<file path="src/sv/ipfe_pkg.sv">
// Package: types, constants and word gathering for the IMU packet field extractor
`default_nettype none
package ipfe_pkg;

  localparam int unsigned BYTE_W  = 8;
  localparam int unsigned POS_W   = 9;
  localparam int unsigned COUNT_W = 4;
  localparam int unsigned ASM_W   = 24;
  localparam int unsigned WORD_W  = 32;
  localparam int unsigned QTY_W   = 3;
  localparam int unsigned CFG_IDX_W = 2;

  // Register indexes on the configuration port
  localparam logic [CFG_IDX_W-1:0] REG_PREAMBLE = 2'd0;
  localparam logic [CFG_IDX_W-1:0] REG_BUS_ID   = 2'd1;
  localparam logic [CFG_IDX_W-1:0] REG_DATA_ID  = 2'd2;

  localparam logic [BYTE_W-1:0] PREAMBLE_RESET = 8'd250;
  localparam logic [BYTE_W-1:0] BUS_ID_RESET   = 8'd255;
  localparam logic [BYTE_W-1:0] DATA_ID_RESET  = 8'd54;
  localparam logic [BYTE_W-1:0] LENGTH_RESET   = 8'd5;

  // Frame layout
  localparam logic [POS_W-1:0]   POS_PREAMBLE    = 9'd1;
  localparam logic [POS_W-1:0]   POS_BUS_ID      = 9'd2;
  localparam logic [POS_W-1:0]   POS_MSG_ID      = 9'd3;
  localparam logic [POS_W-1:0]   POS_LENGTH      = 9'd4;
  localparam logic [POS_W-1:0]   POS_ANGLE_MARK  = 9'd7;
  localparam logic [POS_W-1:0]   POS_ANGLE_FIRST = 9'd8;
  localparam logic [POS_W-1:0]   POS_ACCEL_FIRST = 9'd23;
  localparam logic [POS_W-1:0]   FRAME_OVERHEAD  = 9'd4;
  localparam logic [BYTE_W-1:0]  ANGLE_MARK      = 8'h0C;
  localparam logic [COUNT_W-1:0] WORD_SET_BYTES  = 4'd12;
  localparam logic [QTY_W-1:0]   ACCEL_QTY_BASE  = 3'd3;

  localparam logic [1:0] HDR_NONE = 2'd0;
  localparam logic [1:0] HDR_BUS  = 2'd2;
  localparam logic [1:0] HDR_FULL = 2'd3;

  typedef struct packed {
    logic [BYTE_W-1:0] preamble_byte;
    logic [BYTE_W-1:0] bus_id_byte;
    logic [BYTE_W-1:0] data_message_id;
  } cfg_t;

  typedef struct packed {
    logic              have;
    logic [QTY_W-1:0]  quantity;
    logic [WORD_W-1:0] value_bits;
  } result_t;

  typedef struct packed {
    logic              done;
    logic [1:0]        index;
    logic [WORD_W-1:0] word;
    logic [ASM_W-1:0]  assembly;
  } gather_t;

  // Place one byte into the word under assembly; the fourth byte completes it
  function automatic gather_t gather(input logic [COUNT_W-1:0] left,
                                     input logic [BYTE_W-1:0]  b,
                                     input logic [ASM_W-1:0]   wa);
    gather_t            g;
    logic [COUNT_W-1:0] done_bytes;
    done_bytes = COUNT_W'(WORD_SET_BYTES - left);
    g.done     = 1'b0;
    g.index    = done_bytes[3:2];
    g.word     = {wa, b};
    g.assembly = wa;
    case (done_bytes[1:0])
      2'd0: g.assembly[23:16] = b;
      2'd1: g.assembly[15:8]  = b;
      2'd2: g.assembly[7:0]   = b;
      2'd3: begin
        g.done     = 1'b1;
        g.assembly = '0;
      end
      default: g.assembly = wa;
    endcase
    return g;
  endfunction

endpackage
`default_nettype wire

</file>
<file path="src/sv/ipfe_in_reg.sv">
// Input register: holds one received byte until the parser takes it
`default_nettype none
module ipfe_in_reg (
  input  wire logic                       clk,
  input  wire logic                       rst,
  input  wire logic                       in_valid,
  output logic                            in_ready,
  input  wire logic [ipfe_pkg::BYTE_W-1:0] rx_byte,
  input  wire logic                       out_free,
  output logic                            step,
  output logic [ipfe_pkg::BYTE_W-1:0]     byte_q
);

  logic held;

  assign step     = held && out_free;
  assign in_ready = !held || step;

  always_ff @(posedge clk) begin
    if (rst) begin
      held <= 1'b0;
    end else if (in_ready) begin
      held <= in_valid;
    end
  end

  always_ff @(posedge clk) begin
    if (in_valid && in_ready) begin
      byte_q <= rx_byte;
    end
  end

endmodule
`default_nettype wire

</file>
<file path="src/sv/ipfe_parser.sv">
// Frame parser: header check, position tracking and word gathering, one byte per step
`default_nettype none
module ipfe_parser (
  input  wire logic                        clk,
  input  wire logic                        rst,
  input  wire logic                        step,
  input  wire logic [ipfe_pkg::BYTE_W-1:0] byte_q,
  input  wire ipfe_pkg::cfg_t              cfg,
  output ipfe_pkg::result_t                res
);

  logic [ipfe_pkg::POS_W-1:0]   byte_position, byte_position_next;
  logic [1:0]                   header_matches, header_matches_next;
  logic [ipfe_pkg::BYTE_W-1:0]  message_id, message_id_next;
  logic [ipfe_pkg::BYTE_W-1:0]  payload_length, payload_length_next;
  logic [ipfe_pkg::COUNT_W-1:0] angle_left, angle_left_next;
  logic [ipfe_pkg::COUNT_W-1:0] accel_left, accel_left_next;
  logic [ipfe_pkg::ASM_W-1:0]   word_assembly, word_assembly_next;

  logic [ipfe_pkg::POS_W-1:0]   pos;
  ipfe_pkg::gather_t            angle_g, accel_g;

  always_comb begin
    pos                 = byte_position + 9'd1;
    byte_position_next  = pos;
    header_matches_next = header_matches;
    message_id_next     = message_id;
    payload_length_next = payload_length;
    angle_left_next     = angle_left;
    accel_left_next     = accel_left;
    word_assembly_next  = word_assembly;
    angle_g             = '0;
    accel_g             = '0;
    res                 = '0;

    if (byte_q == cfg.preamble_byte && pos == ipfe_pkg::POS_PREAMBLE) begin
      header_matches_next = header_matches + 2'd1;
    end else if (byte_q == cfg.bus_id_byte && pos == ipfe_pkg::POS_BUS_ID) begin
      header_matches_next = header_matches + 2'd1;
    end else if (pos == ipfe_pkg::POS_MSG_ID && header_matches == ipfe_pkg::HDR_BUS) begin
      header_matches_next = ipfe_pkg::HDR_FULL;
      message_id_next     = byte_q;
    end else if (header_matches == ipfe_pkg::HDR_FULL &&
                 message_id == cfg.data_message_id) begin
      if (pos == ipfe_pkg::POS_LENGTH) begin
        payload_length_next = byte_q;
      end
      // Angle marker (re)arms the angle words
      if (pos == ipfe_pkg::POS_ANGLE_MARK && byte_q == ipfe_pkg::ANGLE_MARK) begin
        angle_left_next = ipfe_pkg::WORD_SET_BYTES;
      end
      if (angle_left_next != '0 && pos >= ipfe_pkg::POS_ANGLE_FIRST) begin
        angle_g            = ipfe_pkg::gather(angle_left_next, byte_q, word_assembly_next);
        word_assembly_next = angle_g.assembly;
        if (angle_g.done) begin
          res.have       = 1'b1;
          res.quantity   = {1'b0, angle_g.index};
          res.value_bits = angle_g.word;
          if (angle_left_next == 4'd1) begin
            accel_left_next = ipfe_pkg::WORD_SET_BYTES;
          end
        end
        angle_left_next = angle_left_next - 4'd1;
      end
      if (pos >= ipfe_pkg::POS_ACCEL_FIRST && accel_left_next != '0) begin
        accel_g            = ipfe_pkg::gather(accel_left_next, byte_q, word_assembly_next);
        word_assembly_next = accel_g.assembly;
        accel_left_next    = accel_left_next - 4'd1;
        if (accel_g.done && !res.have) begin
          res.have       = 1'b1;
          res.quantity   = ipfe_pkg::ACCEL_QTY_BASE + {1'b0, accel_g.index};
          res.value_bits = accel_g.word;
        end
      end
    end else begin
      byte_position_next  = '0;
      header_matches_next = ipfe_pkg::HDR_NONE;
    end

    // End of frame
    if (byte_position_next == {1'b0, payload_length_next} + ipfe_pkg::FRAME_OVERHEAD) begin
      byte_position_next  = '0;
      header_matches_next = ipfe_pkg::HDR_NONE;
    end
  end

  always_ff @(posedge clk) begin
    if (rst) begin
      byte_position  <= '0;
      header_matches <= ipfe_pkg::HDR_NONE;
      message_id     <= '0;
      payload_length <= ipfe_pkg::LENGTH_RESET;
      angle_left     <= '0;
      accel_left     <= '0;
      word_assembly  <= '0;
    end else if (step) begin
      byte_position  <= byte_position_next;
      header_matches <= header_matches_next;
      message_id     <= message_id_next;
      payload_length <= payload_length_next;
      angle_left     <= angle_left_next;
      accel_left     <= accel_left_next;
      word_assembly  <= word_assembly_next;
    end
  end

endmodule
`default_nettype wire

</file>
<file path="src/sv/ipfe_out_reg.sv">
// Result register: holds one finished word until the consumer takes it
`default_nettype none
module ipfe_out_reg (
  input  wire logic                        clk,
  input  wire logic                        rst,
  input  wire logic                        step,
  input  wire ipfe_pkg::result_t           res,
  input  wire logic                        out_ready,
  output logic                             out_valid,
  output logic                             out_free,
  output logic [ipfe_pkg::QTY_W-1:0]       quantity,
  output logic [ipfe_pkg::WORD_W-1:0]      value_bits
);

  assign out_free = !out_valid || out_ready;

  always_ff @(posedge clk) begin
    if (rst) begin
      out_valid <= 1'b0;
    end else if (step) begin
      out_valid <= res.have;
    end else if (out_ready) begin
      out_valid <= 1'b0;
    end
  end

  always_ff @(posedge clk) begin
    if (step && res.have) begin
      quantity   <= res.quantity;
      value_bits <= res.value_bits;
    end
  end

endmodule
`default_nettype wire

</file>
<file path="src/sv/imu_packet_field_extractor.sv">
// Top level of the IMU packet field extractor
// Takes one received serial byte per transaction and reports the IEEE-754 single
// words of a data frame: three angle words (quantity 0-2) when byte 7 is 0x0C,
// then three acceleration words (quantity 3-5) from byte 23 on, each word built
// big-endian from four bytes. Bytes 1 and 2 must match the preamble and bus id
// registers and byte 3 must equal the data message id, otherwise the frame
// position drops back to zero; byte 4 gives the payload length and the frame
// closes after byte length+4. A byte that completes no word yields no result.
// Rate: one byte per clock cycle, sustained. A byte accepted at a clock edge sits
// in the input register, is parsed against the frame state when the result register
// can take a word, and its word, if any, is loaded into the result register as the
// frame state updates. The frame state update per byte is what sets the rate.
// The result register lets the next byte in while a finished word still waits;
// only a stalled result with a byte already held stops the input.
// Configuration: write cfg_data[7:0] to register cfg_index (0 preamble, 1 bus id,
// 2 data message id) while no transaction is in flight; index 3 is ignored.
`default_nettype none
module imu_packet_field_extractor (
  input  wire logic                            clk,
  input  wire logic                            rst,
  input  wire logic                            in_valid,
  output logic                                 in_ready,
  input  wire logic [ipfe_pkg::BYTE_W-1:0]     rx_byte,
  output logic                                 out_valid,
  input  wire logic                            out_ready,
  output logic [ipfe_pkg::QTY_W-1:0]           quantity,
  output logic [ipfe_pkg::WORD_W-1:0]          value_bits,
  input  wire logic                            cfg_write,
  input  wire logic [ipfe_pkg::CFG_IDX_W-1:0]  cfg_index,
  input  wire logic [ipfe_pkg::BYTE_W-1:0]     cfg_data
);

  ipfe_pkg::cfg_t              cfg;
  ipfe_pkg::result_t           res;
  logic                        step;
  logic                        out_free;
  logic [ipfe_pkg::BYTE_W-1:0] byte_q;

  // Configuration registers; drop writes to unused indexes
  always_ff @(posedge clk) begin
    if (rst) begin
      cfg.preamble_byte   <= ipfe_pkg::PREAMBLE_RESET;
      cfg.bus_id_byte     <= ipfe_pkg::BUS_ID_RESET;
      cfg.data_message_id <= ipfe_pkg::DATA_ID_RESET;
    end else if (cfg_write) begin
      case (cfg_index)
        ipfe_pkg::REG_PREAMBLE: cfg.preamble_byte   <= cfg_data;
        ipfe_pkg::REG_BUS_ID:   cfg.bus_id_byte     <= cfg_data;
        ipfe_pkg::REG_DATA_ID:  cfg.data_message_id <= cfg_data;
        default: ;
      endcase
    end
  end

  // Hold the incoming byte; advance it whenever the result register can take a word
  ipfe_in_reg u_in_reg (
    .clk      (clk),
    .rst      (rst),
    .in_valid (in_valid),
    .in_ready (in_ready),
    .rx_byte  (rx_byte),
    .out_free (out_free),
    .step     (step),
    .byte_q   (byte_q)
  );

  // Parse the held byte and update the frame state
  ipfe_parser u_parser (
    .clk    (clk),
    .rst    (rst),
    .step   (step),
    .byte_q (byte_q),
    .cfg    (cfg),
    .res    (res)
  );

  // Hold a finished word until the consumer takes the transaction
  ipfe_out_reg u_out_reg (
    .clk        (clk),
    .rst        (rst),
    .step       (step),
    .res        (res),
    .out_ready  (out_ready),
    .out_valid  (out_valid),
    .out_free   (out_free),
    .quantity   (quantity),
    .value_bits (value_bits)
  );

endmodule
`default_nettype wire

</file>
<file path="config.mk">
export PLATFORM = sky130hd
export DESIGN_NAME = imu_packet_field_extractor
export DESIGN_NICKNAME = d
export VERILOG_FILES = /design/src/sv/ipfe_pkg.sv /design/src/sv/ipfe_in_reg.sv /design/src/sv/ipfe_parser.sv /design/src/sv/ipfe_out_reg.sv /design/src/sv/imu_packet_field_extractor.sv
export SDC_FILE = /design/constraint.sdc
export NUM_CORES = 1
export LEC_CHECK = 0
export BUFFER_PORTS_ARGS = -buffer_cell sky130_fd_sc_hd__buf_4
export CAP_MARGIN = 40
export CELL_PAD_IN_SITES_DETAIL_PLACEMENT = 1
export CELL_PAD_IN_SITES_GLOBAL_PLACEMENT = 1
export CORE_ASPECT_RATIO = 1.25
export CORE_MARGIN = 2
export CORE_UTILIZATION = 50
export DETAILED_ROUTE_END_ITERATION = 6
export GPL_TIMING_DRIVEN = 0
export MAX_ROUTING_LAYER = met4
export PLACE_DENSITY = 0.91
export REMOVE_ABC_BUFFERS = 1
export SYNTH_ARGS = -nofsm -noshare
export SYNTH_HDL_FRONTEND = slang
export SYNTH_SLANG_ARGS = --single-unit
</file>
<file path="constraint.sdc">
create_clock -name clk -period 9.5 [get_ports clk]
set_input_delay 0.475 -clock clk [delete_from_list [all_inputs] [get_ports clk]]
set_output_delay 0.475 -clock clk [all_outputs]
set_load 0.02 [all_outputs]
</file>
# Word level (Yosys, flattened, before mapping)
# Cells that the tools add are included.
# W data, S select, Z words.
classes:
  magnitude_cmp: 2
  reduce_logical: 29
  n_addsub: 8
  eq_ne: 22
  n_shift: 0
  multipliers: 0
  muxes: 63
  n_bitwise: 4
  div: 0
op_table:
  columns: ["op", "count"]
  rows:
  - ["$mux W36", 12]
  - ["$pmux W8 S2", 6]
  - ["$mux W4", 14]
  - ["$mux W24", 2]
  - ["$mux W9", 5]
  - ["$mux W8", 5]
  - ["$eq A8 B8 Y1", 3]
  - ["$eq A9 B2 Y1 const B", 2]
  - ["$eq A9 B3 Y1 const B", 2]
  - ["$eq A2 B2 Y1 const B", 7]
  - ["$mux W1", 14]
  - ["$logic_and A1 B1 Y1", 11]
  - ["$mux W2", 5]
  - ["$add A8 B3 Y9 const B", 1]
  - ["$add A9 B1 Y9 const B", 1]
  - ["$eq A9 B1 Y1 const B", 1]
  - ["$eq A9 B9 Y1", 1]
  - ["$ge A9 B4 Y1 const B", 1]
  - ["$ge A9 B5 Y1 const B", 1]
  - ["$eq A8 B4 Y1 const B", 1]
  - ["$reduce_and A2 Y1", 4]
  - ["$reduce_bool A4 Y1", 2]
  - ["$sub A4 B1 Y4 const B", 2]
  - ["$sub A4 B4 Y4 const A", 2]
  - ["13 further kinds", 23]
word_totals:
  latch_bits: 0
  out_inout_bits: 37
  ram_bits: 0
  in_bits: 23
  mem_bits_ro: 0
  elab_cells: 143
  memories: 0
  register_bits: 128

# Depth between registers and ports, before layout
logic_depth:
  word_depth: 38
  ltp_mapped: 21
  depth_no_buf: 19

# By module
# A second synthesis with hierarchy kept.
hier_totals:
  hier_cells: 704
  area_unflattened_um2: 6723.9
modules_own_cells:
  columns: ["mod", "area_per_inst_um2", "seq_area_each_um2", "instances", "cells_each"]
  rows:
  - ["ipfe_parser", 4346.7, 1181.1, 1, 554]
  - ["ipfe_out_reg", 1111.1, 1071.0, 1, 40]
  - ["imu_packet_field_extractor", 963.4, 480.5, 1, 96]
  - ["ipfe_in_reg", 302.8, 260.2, 1, 14]

# Least setup slack after synthesis
# OpenSTA, ideal clock, no wires.
synth_path:
  path_type: "register -> register"
  start: "register u_parser.byte_position[1] in the netlist's numbering"
  end: "register u_out_reg.quantity[0] in the netlist's numbering (enable)"
  arrival_time_ns: 4.962
  path_buffers: 2
  path_slack_ns: 4.148
  setup_ns: 0.390
  synth_period_minus_slack_ns: 5.352
  stages_incl_launch_ff: 21
  t_required_ns: 9.110
  cell_sequence: "dfxtp_1 -> ha_1 -> buf_4 -> nand3_2 -> nor3_1 -> xnor2_1 -> or3_1 -> clkbuf_1 -> nand2_1 -> inv_1 -> ha_1 -> nor4b_1 -> o31ai_2 -> and2_1 -> inv_1 -> ha_1 -> nor2b_1 -> a31oi_2 -> and2_1 -> o21ai_0 -> inv_1"
synth_via:
  elab_chain_cells: 38
  elab_cells_between_ends: 59
  classes_between: "add/sub (3); order compare (2); eq/ne (7); mux (36); reduce/logical (11)"
synth_rtl:
  columns: ["item", "line_no", "source"]
  rows:
  - ["start: declaration", "ipfe_parser.sv:12", "logic [ipfe_pkg::POS_W-1:0] byte_position, byte_position_next;"]
  - ["start signal: assignment", "ipfe_parser.sv:97", "byte_position <= byte_position_next;"]
  - ["$add A9 B1 Y9 (*)", "ipfe_parser.sv:24", "pos = byte_position + 9'd1;"]
  - ["$eq A9 B3 Y1", "ipfe_parser.sv:49", "if (pos == ipfe_pkg::POS_ANGLE_MARK && byte_q == ipfe_pkg::ANGLE_MARK) begin"]
  - ["$logic_and A1 B1 Y1", "ipfe_parser.sv:49", null]
  - ["$mux W4", "ipfe_parser.sv:49", null]
  - ["$mux W4", "ipfe_parser.sv:43", "end else if (header_matches == ipfe_pkg::HDR_FULL &&"]
  - ["$mux W4", "ipfe_parser.sv:40", "end else if (pos == ipfe_pkg::POS_MSG_ID && header_matches == ipfe_pkg::HDR_BUS) begin"]
  - ["$mux W4", "ipfe_parser.sv:38", "end else if (byte_q == cfg.bus_id_byte && pos == ipfe_pkg::POS_BUS_ID) begin"]
  - ["$mux W4", "ipfe_parser.sv:36", "if (byte_q == cfg.preamble_byte && pos == ipfe_pkg::POS_PREAMBLE) begin"]
  - ["[22 not listed]", null, null]
  - ["$logic_and A1 B1 Y1", "ipfe_parser.sv:69", "if (accel_g.done && !res.have) begin"]
  - ["$mux W36", "ipfe_parser.sv:69", null]
  - ["$mux W36", "ipfe_parser.sv:65", "if (pos >= ipfe_pkg::POS_ACCEL_FIRST && accel_left_next != '0) begin"]
  - ["$mux W36", "ipfe_parser.sv:43", null]
  - ["$mux W36", "ipfe_parser.sv:40", null]
  - ["$mux W36", "ipfe_parser.sv:38", null]
  - ["$mux W36 (*)", "ipfe_parser.sv:36", null]
  - ["$logic_and A1 B1 Y1 (*)", "ipfe_out_reg.sv:28", "if (step && res.have) begin"]
  - ["end signal: assignment", "ipfe_out_reg.sv:29", "quantity <= res.quantity;"]
  - ["end: declaration", "ipfe_out_reg.sv:11", "output logic [ipfe_pkg::QTY_W-1:0] quantity,"]
# Every way passes the cells marked *; elsewhere a longest branch is shown, timed or not. The select of a mux whose other input is x is not followed.
# A chain may end at the register's enable or synchronous reset.

# Worst setup path in the final report
layout_path:
  start: "register u_parser.byte_position[0] in the netlist's numbering"
  end: "register u_out_reg.quantity[0] in the netlist's numbering (enable)"
# Same word-level chain as after synthesis.

==> impl_results.md <==
- Largest net degree at the start of global routing: 78
- TritonCTS clock tree: yes
- Vias/cell: 6.56
- Hold WC Path Type: in -> reg
- Global Route Usage Sum: 0.328
- # Post-CTS Setup Buffers: 0
- Post-synth top cells: dfxtp_1 (85), nor2_1 (67), nand2_1 (52)
- ANT cells: 0
- Violated checks: DRC
- Post-synth ARST share: 0
- Synth Cell Area: 0.00675 mm^2
- Cts hold-fix bufs: 0
- Clk sinks: 128
- CTS root buf: clkbuf_16
- First-pass GRT wire length: 35,400 um
- Port-buffer cells: 59
- Crit Path Max Fanout: 22
- CP Launch Type: register
- Sw Ratio: 0.240
- Top FF cell, synth: dfxtp_1
- Mean Syn Cell Area: 9.86 um^2
- Placeable Area: 0.0132 mm^2
- Internal power: 1.07 mW
- Detailed Route WL: 22,500 um
- Syn. warnings: 0
- IO Pins: 60
- Vias in the first global route: 6,378
- Cell with the most instances after synthesis: dfxtp_1
- Crit path required time: 9.68 ns
- Place WS: 2.84 ns
- Power share of the clock group: 0.541
- DR vias: 5,986
- H-tree Lvls: 4
- NetSw: 337 uW
- Arrival time at the worst endpoint: 7.12 ns
- Slew headroom: 0.363
- Power share of the combinational group: 0.037
- Synth cell types: 78
- Pleak: 2.99 nW
- Ranking of synthesized cells by area: dfxtp_1 (25%), edfxtp_1 (19%), xnor2_1 (5.1%)
- Sequential element share of the synthesized area: 0.443
- Die area: 0.0145 mm^2
- Pre-antenna DRT Iters: 7
- Measured slew at the worst slew-check pin: 0.952 ns
- Starting Density: 0.510
- PnR worst setup slack: 2.56 ns
- Clk_lat worst skew: 0.43 ns
- Grt ovf: 0
- #FFs+latches synth: 128
- Clk slew on worst S/H paths: 0.07 ns
- Final Power: 1.41 mW
- Peak supply drop: 94.5 uV
- Drt wl/cell: 24.7 um
- Part of the power in registers: 0.422
- Period utilization: 0.731
- Run status: finished, violations left
- Setup violations, final: 0
- Die Span Y: 134 um
- Fin nets: 770
- Worst Path Class, Setup: reg -> reg
- Max-Cap Viols: 0
- Area grow syn2layout: 18.1%
- Final min period: 6.94 ns
- Num CTS Buffers: 17
- Final hold violations: 0
- Fin area: 0.00798 mm^2
- Die Wd: 108 um
- Share of the synthesized area in the top cell type: 0.252
- Critical Path Sink Type: register
- Post-CTS resize count: 0
- # rows: 47
- Antenna violations before repair: 0
- CTS Buffer Depth: 2
- Final Max Tran Viols: 0
- Clock skew: 0.00831 ns
- Layout cells sized above 1: 0.173
- Post-route DRC: 2
- Area after DPL: 0.00731 mm^2
- HPWL after DPL: 13,400 um
- TNS Setup: 0 ns
- Power Dens Cells: 176 mW/mm^2
- Area leader, netlist: dfxtp_1
- Initial DRC Count: 422
- RSZ-0062 raised after global routing: no
- Final ANT Viol Nets: 0
- Gate Count Post-Synth: 685
- Fmax: 144 MHz
- Routability cong.: 0.946
- Number of synthesized flops with an enable pin: 43
-- per-stage QoR --
step                      hold slack, ns  utilization  instances
after CTS                          0.215        0.603        913
after global routing               0.209        0.603        913
after global placement             0.446        0.548        876
after floorplan                    0.440            -        646
after detailed placement           0.470        0.552        881
final                              0.219        0.603        913
-- routing by layer --
metal / wire length, um / share of wire / up-vias / global-route usage
met1: 8300 / 0.37 / 2995 / 0.350
li1: - / - / 2601 / -
met4: 1100 / 0.049 / 0 / 0.166
met3: 1210 / 0.054 / 108 / 0.0685
met5: 0 / 0 / - / -
met2: 11900 / 0.53 / 282 / 0.570
-- power by group through the flow --
stage,clock network [mW],registers (mW),logic [mW]
4_1_cts,0.760,0.592,0.0516
2_1_floorplan,0,0.594,0.0277
3_3_place_gp,0,0.603,0.0453
5_1_grt,0.781,0.594,0.0553
3_5_place_dp,0,0.603,0.0486
6_report,0.761,0.593,0.0523
-- cell usage in the layout, fill, tap and decap left out, types with 4 or more instances in the layout --
cell type	n
dfxtp_1	85
nor2_1	67
buf_4	63
nand2_1	52
edfxtp_1	43
xnor2_1	39
mux2i_1	29
a22o_1	24
nand3_1	21
inv_1	20
a21oi_1	19
ha_1	18
o21ai_0	17
clkbuf_16	17
nor3_1	16
a32o_1	16
nand3b_1	15
and2_1	14
xor2_1	13
a22oi_1	12
nor2b_1	11
a211o_1	11
a211oi_1	9
nand4_1	6
nand2b_1	5
inv_6	5
bufinv_16	5
o21a_1	4
or4_1	4
-- path summary, 6_finish.rpt --
check	from	endpoint	slack (ns)	depth (start not counted)
max	u_parser.byte_position[0]$_SDFFE_PP0P_	u_out_reg.quantity[0]$_SDFFCE_PP0P_	2.56	19
min	rx_byte[7]	u_in_reg.byte_q[7]$_DFFE_PP_	0.22	1
max reg2reg	u_parser.byte_position[0]$_SDFFE_PP0P_	u_out_reg.quantity[0]$_SDFFCE_PP0P_	2.56	19
min reg2reg	cfg[1]$_SDFFE_PP1P_	cfg[1]$_SDFFE_PP1P_	0.49	1
-- cells by family after synthesis --
logic type               share of synthesized area
AND/OR/NAND/NOR                              0.192
AO/OA/AOI/OAI                                0.182
flip-flops                                   0.443
buffers and inverters                       0.0358
XOR/XNOR                                    0.0674
multiplexers                                0.0463
adder cells (fa/ha/maj)                     0.0333
-- critical path, cell delays in order (launching register included) --
cell and delay, ns:
dfxtp_1 0.63, ha_1 0.48, nand3_2 0.19, nor3_1 0.57
xnor2_1 0.35, or3_1 0.42, nand2_1 0.21, inv_1 0.16
ha_1 0.36, nor4b_1 0.56, o31ai_2 0.31, and2_1 0.28
inv_1 0.12, ha_1 0.23, nor2b_1 0.23, a31oi_2 0.25
and2_1 0.34, o21ai_0 0.33, inv_1 0.37, buf_16 0.28
-- sequential cells by signal, summed over array words and instances, names as in the netlist --
| name | count |
|---|---|
| u_out_reg.quantity | 3 |
| u_parser.byte_position | 9 |
| u_parser.word_assembly | 24 |
| u_out_reg.value_bits | 32 |
| u_in_reg.byte_q | 8 |
| u_out_reg.out_valid | 1 |
| u_parser.header_matches | 2 |
| cfg | 24 |
| u_parser.message_id | 8 |
| u_parser.angle_left | 4 |
| u_in_reg.held | 1 |
| u_parser.payload_length | 8 |
| u_parser.accel_left | 4 |
-- area by class of cell --
cell class              count  area (um^2)
clock inverters            15          244
well taps                 171          214
inverters                  20         75.1
flip-flops and latches    128         2990
multi-input cells         498         3520
clock buffers              17          425
repair buffers             64          500
fillers                  1447         5260
(Power assumes the default switching activity.)
